`config.mk`:
```
export PLATFORM = sky130hd
export DESIGN_NAME = roet_ctrl
export DESIGN_NICKNAME = d
export VERILOG_FILES = /design/src/sv/roet_pkg.sv /design/src/sv/roet_ctrl.sv
export SDC_FILE = /design/constraint.sdc
export NUM_CORES = 1
export LEC_CHECK = 0
export BUFFER_PORTS_ARGS = -buffer_cell sky130_fd_sc_hd__buf_2
export CORE_AREA = 2 2 39 41
export CTS_CLUSTER_DIAMETER = 80
export DETAILED_ROUTE_END_ITERATION = 10
export DIE_AREA = 0 0 41 43
export SKIP_LAST_GASP = 1
export SLEW_MARGIN = 20
export SYNTH_ARGS = -nofsm -noshare
export SYNTH_HDL_FRONTEND = slang
export SYNTH_SLANG_ARGS = --single-unit
```
`constraint.sdc`:
```
create_clock -name i_clk -period 3.9 [get_ports i_clk]
set_clock_uncertainty 0.15 [all_clocks]
set_input_delay 0.78 -clock i_clk [delete_from_list [all_inputs] [get_ports i_clk]]
set_output_delay 0.78 -clock i_clk [all_outputs]
set_load 0.03 [all_outputs]
```
`src/sv/roet_pkg.sv`:
```
// Package for the repeat-offender escalation table.
// Shared constants and controller/datapath command and status types; no dependencies.
`default_nettype none
package roet_pkg;
    localparam int TableDepth = 64;
    localparam int IdxW       = $clog2(TableDepth);
    localparam int CntW       = 7;
    localparam int FactW      = 21;
    localparam int StartW     = 41;
    localparam int TimeW      = 40;
    localparam int DurW       = 24;
    localparam int ForceW     = 20;

    localparam logic [FactW-1:0]  FactorMax    = 21'd1048575;
    localparam logic [FactW-1:0]  FactorCapped = 21'h1FFFFF;
    localparam logic [StartW-1:0] StartMax     = {StartW{1'b1}};

    localparam logic [1:0] RegExpiry = 2'd0;
    localparam logic [1:0] RegGrowth = 2'd1;
    localparam logic [1:0] RegMaxDur = 2'd2;
    localparam logic [1:0] RegBlack  = 2'd3;

    typedef struct packed {
        logic          load;      // capture the event
        logic          scan;      // examine entry scan_idx
        logic [IdxW-1:0] scan_idx;
        logic          rd;        // read entry at hit index
        logic          mul1;      // first multiply
        logic          mul2;      // second multiply and update
        logic          finish;    // present the result
    } t_cmd;

    typedef struct packed {
        logic hit;
    } t_sts;
endpackage
`default_nettype wire

```
`src/sv/roet_ctrl.sv`:
```
// Controller for the escalation table: sequences the scan and update.
// Depends on roet_pkg.
`default_nettype none
module roet_ctrl (
    input  wire logic         i_clk,
    input  wire logic         i_rst_n,
    input  wire logic         i_start,
    input  wire roet_pkg::t_sts i_sts,
    output roet_pkg::t_cmd    o_cmd,
    output logic              o_busy
);
    typedef enum logic [2:0] {
        S_IDLE, S_SCAN, S_DRAIN, S_READ, S_MUL1, S_MUL2, S_DONE
    } t_state;
    t_state r_state, n_state;
    logic [roet_pkg::IdxW-1:0] r_idx, n_idx;

    always_comb begin
        n_state = r_state;
        n_idx   = r_idx;
        o_cmd   = '0;
        o_cmd.scan_idx = r_idx;
        unique case (r_state)
            S_IDLE: begin
                if (i_start) begin
                    o_cmd.load = 1'b1;
                    n_idx = '0;
                    n_state = S_SCAN;
                end
            end
            S_SCAN: begin
                o_cmd.scan = 1'b1;
                n_idx = r_idx + 1'b1;
                if (r_idx == roet_pkg::IdxW'(roet_pkg::TableDepth - 1)) n_state = S_DRAIN;
            end
            // let the last scanned entry retire so the hit index is final
            S_DRAIN: begin
                n_state = S_READ;
            end
            S_READ: begin
                o_cmd.rd = i_sts.hit;
                n_state = S_MUL1;
            end
            S_MUL1: begin
                o_cmd.mul1 = 1'b1;
                n_state = S_MUL2;
            end
            S_MUL2: begin
                o_cmd.mul2 = 1'b1;
                n_state = S_DONE;
            end
            S_DONE: begin
                o_cmd.finish = 1'b1;
                n_state = S_IDLE;
            end
            default: n_state = S_IDLE;
        endcase
    end

    always_ff @(posedge i_clk) begin
        if (!i_rst_n) begin
            r_state <= S_IDLE;
            r_idx   <= '0;
        end else begin
            r_state <= n_state;
            r_idx   <= n_idx;
        end
    end

    assign o_busy = (r_state != S_IDLE);

    a_scan_ends: assert property (@(posedge i_clk) disable iff (!i_rst_n)
        (r_state == S_SCAN && r_idx == roet_pkg::IdxW'(roet_pkg::TableDepth - 1))
        |=> r_state == S_DRAIN) else $error("scan did not end");
    a_fin_one: assert property (@(posedge i_clk) disable iff (!i_rst_n)
        o_cmd.finish |=> !o_cmd.finish) else $error("finish repeated");
    a_load_idle: assert property (@(posedge i_clk) disable iff (!i_rst_n)
        o_cmd.load |-> $past(1'b1) && !o_busy) else $error("load while busy");
endmodule
`default_nettype wire

```
# Word-level counts from Yosys, hierarchy flattened
# Cells that the tools add are included.
totals:
  input_bits: 4
  output_inout_bits: 13
  reg_bits: 9
classes:
  n_reduce_logical: 5
  n_mux: 12
  eq_ne: 9
  n_addsub: 1
op_table:
  columns: ["op", "n"]
  rows:
  - ["3-bit one-hot mux with 6 select lines", 1]
  - ["6-bit one-hot mux with 2 select lines", 1]
  - ["3-bit == test (second input constant)", 3]
  - ["1-bit two-way mux", 7]
  - ["6-bit by 1-bit adder with 6-bit output (second input constant)", 1]
  - ["3-bit by 2-bit == test with 1-bit output (second input constant)", 2]
  - ["6-bit == test (second input constant)", 1]
  - ["3-bit two-way mux", 2]
  - ["6-bit two-way mux", 1]
  - ["2-bit inequality test (second input constant)", 2]
  - ["2-bit AND reduction", 2]
  - ["3-bit by 1-bit == test with 1-bit output (second input constant)", 1]
  - ["3-bit logical NOT", 1]
  - ["3-bit nonzero test", 1]
  - ["2-bit nonzero test", 1]

# Depth between registers and ports, before layout
depth:
  depth_word: 3
  depth_mapped: 5

# Worst setup path before layout
# Ideal clock, no wire load.
synth_path:
  kind: "flip-flop to output port"
  from: "register r_state[1]"
  to: "output o_cmd[11] (netlist bit)"
  required_ns: 2.970
  t_arrival_ns: 1.425
  stages_incl_launch_ff: 4
  slack_ns: 1.545
  path_buffers: 1
  cell_sequence: "dfxtp_1 -> clkbuf_1 -> or3_1 -> nor2_1"
synth_lines:
  columns: ["item", "line_no", "source"]
  rows:
  - ["start, declared", "roet_ctrl.sv:15", "t_state r_state, n_state;"]
  - ["start signal, assigned", "roet_ctrl.sv:65", "r_state <= n_state;"]
  - ["end, declared", "roet_ctrl.sv:9", "output roet_pkg::t_cmd o_cmd,"]

==> results_dict.tcl <==
set metrics [dict create \
    status "completed" \
    seq_power_share_pct 48.2 \
    holdPathStages 2 \
    finalCritPeriodShare_pct 61.2 \
    yosys.area.top_type "dfxtp_1" \
    numPortBuffers 16 \
    via_count 480 \
    grt.overflow.total 0 \
    insertedDiodeCount 0 \
    ios 17 \
    maxSlewViolCount 0 \
    peakVddDrop_uv 148 \
    final.setup.tns_ns 0 \
    drt-total-wl_mm 1.04 \
    cts_resized 0 \
    clock_power_share_pct 35.6 \
    chipHeight_um 43 \
    dr_wl_met3_um 73 \
    filler_cell_count 150 \
    final_nets 80 \
    p_sw_mw 0.0569 \
    timing.rr.start "r_state[0]" \
    critPathArrivalTime_ns 1.46 \
    drt-met1-wl_um 525 \
    cts_tree "built" \
    min_to "r_idx[1]" \
    coreArea_mm2 0.00138 \
    antenna_found_initial 0 \
    worstMarginPinSlew_ns 0.682 \
    cts_buffer_depth 2 \
    placed_area_um2 576 \
    synth_area_um2 484 \
    final-instance-count-excl-fill 90 \
    pre_cts_ws_ns 1.77 \
    fin_ws_ns 1.51 \
    power_leakage_nw 0.287 \
    syn_area_per_cell_um2 8.65 \
    min_from "r_idx[1]" \
    drt-wirelength-per-cell_um 11.6 \
    synthCells 56 \
    drive_gt1_share_pct 29.7 \
    grt.total_usage_pct 13.5 \
    cts_sinks 9 \
    post-route-util_pct 43.5 \
    hold_path.class "register to register" \
    seqCellArea_um2 180 \
    via_per_inst 5.33 \
    fp.dieW_um 41 \
    grt_pass1_wl_mm 1.61 \
    synth-seq-cells 9 \
    h-tree-depth 1 \
    setup_violations 0 \
    die_area_mm2 0.00176 \
    drv_cap 0 \
    synth_top_area_share_pct 37.2 \
    reg2reg_slack_ns 2.32 \
    area_growth_pct 24.3 \
    path_clk_slew_ns 0.06 \
    gp_congestion 0.640 \
    yosysSeqAreaShare_pct 37.2 \
    first_global_vias 378 \
    start_util_pct 35.0 \
    ys.flop_type "dfxtp_1" \
    drt-pass1-iter-count 4 \
    place_inst 86 \
    numCtsBuffers 3 \
    top_layer_used "met4" \
    path_max_fanout 9 \
    fmax_ghz 0.419 \
    intPower_mw 0.145 \
    ys_async_sr_fraction_pct 0 \
    grt_start_max_net_pins 13 \
    rsz0062_at_grt "no" \
    critPathKind "register to output port" \
    cpPeakStageDelay_ns 0.43 \
    multi_input_area_um2 283 \
    synth_nets 61 \
    yosysWarningCount 0 \
    cp_data_required_time_ns 2.97 \
    switching_share_pct 28.1 \
    cp-end-kind "output port" \
    synth_edf_count 0 \
    slew_headroom_pct 54.2 \
    final_area_um2 602 \
    hold_buffers 0 \
    worstReg2RegEnd "r_idx[5]" \
    finalHoldViolCount 0 \
    hpwlAfterDp_um 755 \
    fin_crit_ns 2.39 \
    detail-route-antenna-nets 0 \
    cts_root_buf "clkbuf_4" \
    cp_slowest_cell "dfxtp_1" \
    cts_setup_buffers 0 \
    drt_iter0_drc 6 \
    rows 14 \
    r2r_cells 3 \
    combPwrFrac_pct 16.2 \
    synthDistinctLibCells 28 \
    powerDensity_mw_per_mm2 336 \
    crit_chain "or3b_4, clkinv_2, buf_2" \
    dr_wl_met2_um 434 \
    drcViolationCount 0 \
    synthTopCellsByArea "dfxtp_1 (37%), a21oi_1 (6.2%), a311oi_1 (5.4%)" \
    clkLatencyLatePin_ns 0.26 \
    cp-start-kind "register" \
]
metal layers:
metal | up-vias | global-route usage, %
met2 | 15 | 18.8
li1 | 245 | -
met4 | 0 | 8.00
met3 | 2 | 4.71
met5 | - | 0
met1 | 218 | 17.3
registers in the layout (all words and copies together) (netlist names):
signal / flops
r_idx: 6
r_state: 3
per-stage QoR:
stage	hold slack (ns)	total power, mW
floorplan	0.458	0.123
global placement	0.354	0.132
detailed placement	0.360	0.133
CTS	0.373	0.205
global route	0.400	0.215
finish	0.368	0.202
power by group through the flow:
stage	Sequential, mW	Clock, mW	Combinational (mW)
4_1_cts	0.0974	0.0741	0.0332
6_report	0.0975	0.0720	0.0327
2_1_floorplan	0.102	0	0.0212
3_3_place_gp	0.0996	0	0.0326
3_5_place_dp	0.0995	0	0.0331
5_1_grt	0.0981	0.0802	0.0364
cells by family after synthesis:
group,count (synthesis),synth area share [%]
AO/OA/AOI/OAI,16,24.6
adder cells (fa/ha/maj),1,2.58
buffers and inverters,5,4.39
flip-flops,9,37.2
multiplexers,1,2.07
AND/OR/NAND/NOR,24,29.2
final cells by class:
cell class	count	area share (%)
clock buffers	4	4.37
inverters	3	2.08
multi-input cells	42	47.0
flip-flops and latches	9	29.9
well taps	16	3.33
repair buffers	16	13.3
how the worst max path moves through the flow:
stage / from / end / slack (ns) / cells past startpoint
4_1_cts: r_state[0] / o_cmd[10] / 1.51 / 3
5_1_grt: r_state[0] / o_cmd[10] / 1.42 / 3
3_5_place_dp: i_start / o_cmd[11] / 1.77 / 4
6_report: r_state[0] / o_cmd[10] / 1.51 / 3
2_1_floorplan: r_state[1] / o_cmd[11] / 1.55 / 3
3_3_place_gp: i_start / o_cmd[11] / 1.77 / 4
cells in the mapped netlist (all sizes together) (2+ instances only):
master and instances:
nor2b 2, and3b 2, nor2 5, dfxtp 9, nand2b 3, inv 2, or3 2, and3 3
a21oi 6, nand2 2, a311oi 3
worst max-delay path: cells and delay by family (launching register included):
family / cells / cell delay [ns]
flops: 1 / 0.43
buf+inv: 2 / 0.33
simple gates: 1 / 0.43
layout by cell type, fill, tap and decap left out, drive strengths merged:
master  count
nor2b       2
o31a        1
or3         2
mux2i       1
a311o       1
a31oi       1
buf        16
nand4       1
clkinv      1
o21a        1
nor2        5
or3b        1
nor3b       1
o31ai       1
clkbuf      4
nand3       1
o221ai      1
inv         2
dfxtp       9
and3b       2
a21oi       6
a311oi      3
nor3        1
nand2       2
ha          1
and3        3
nand2b      3
a211oi      1
(Power assumes the default switching activity.)
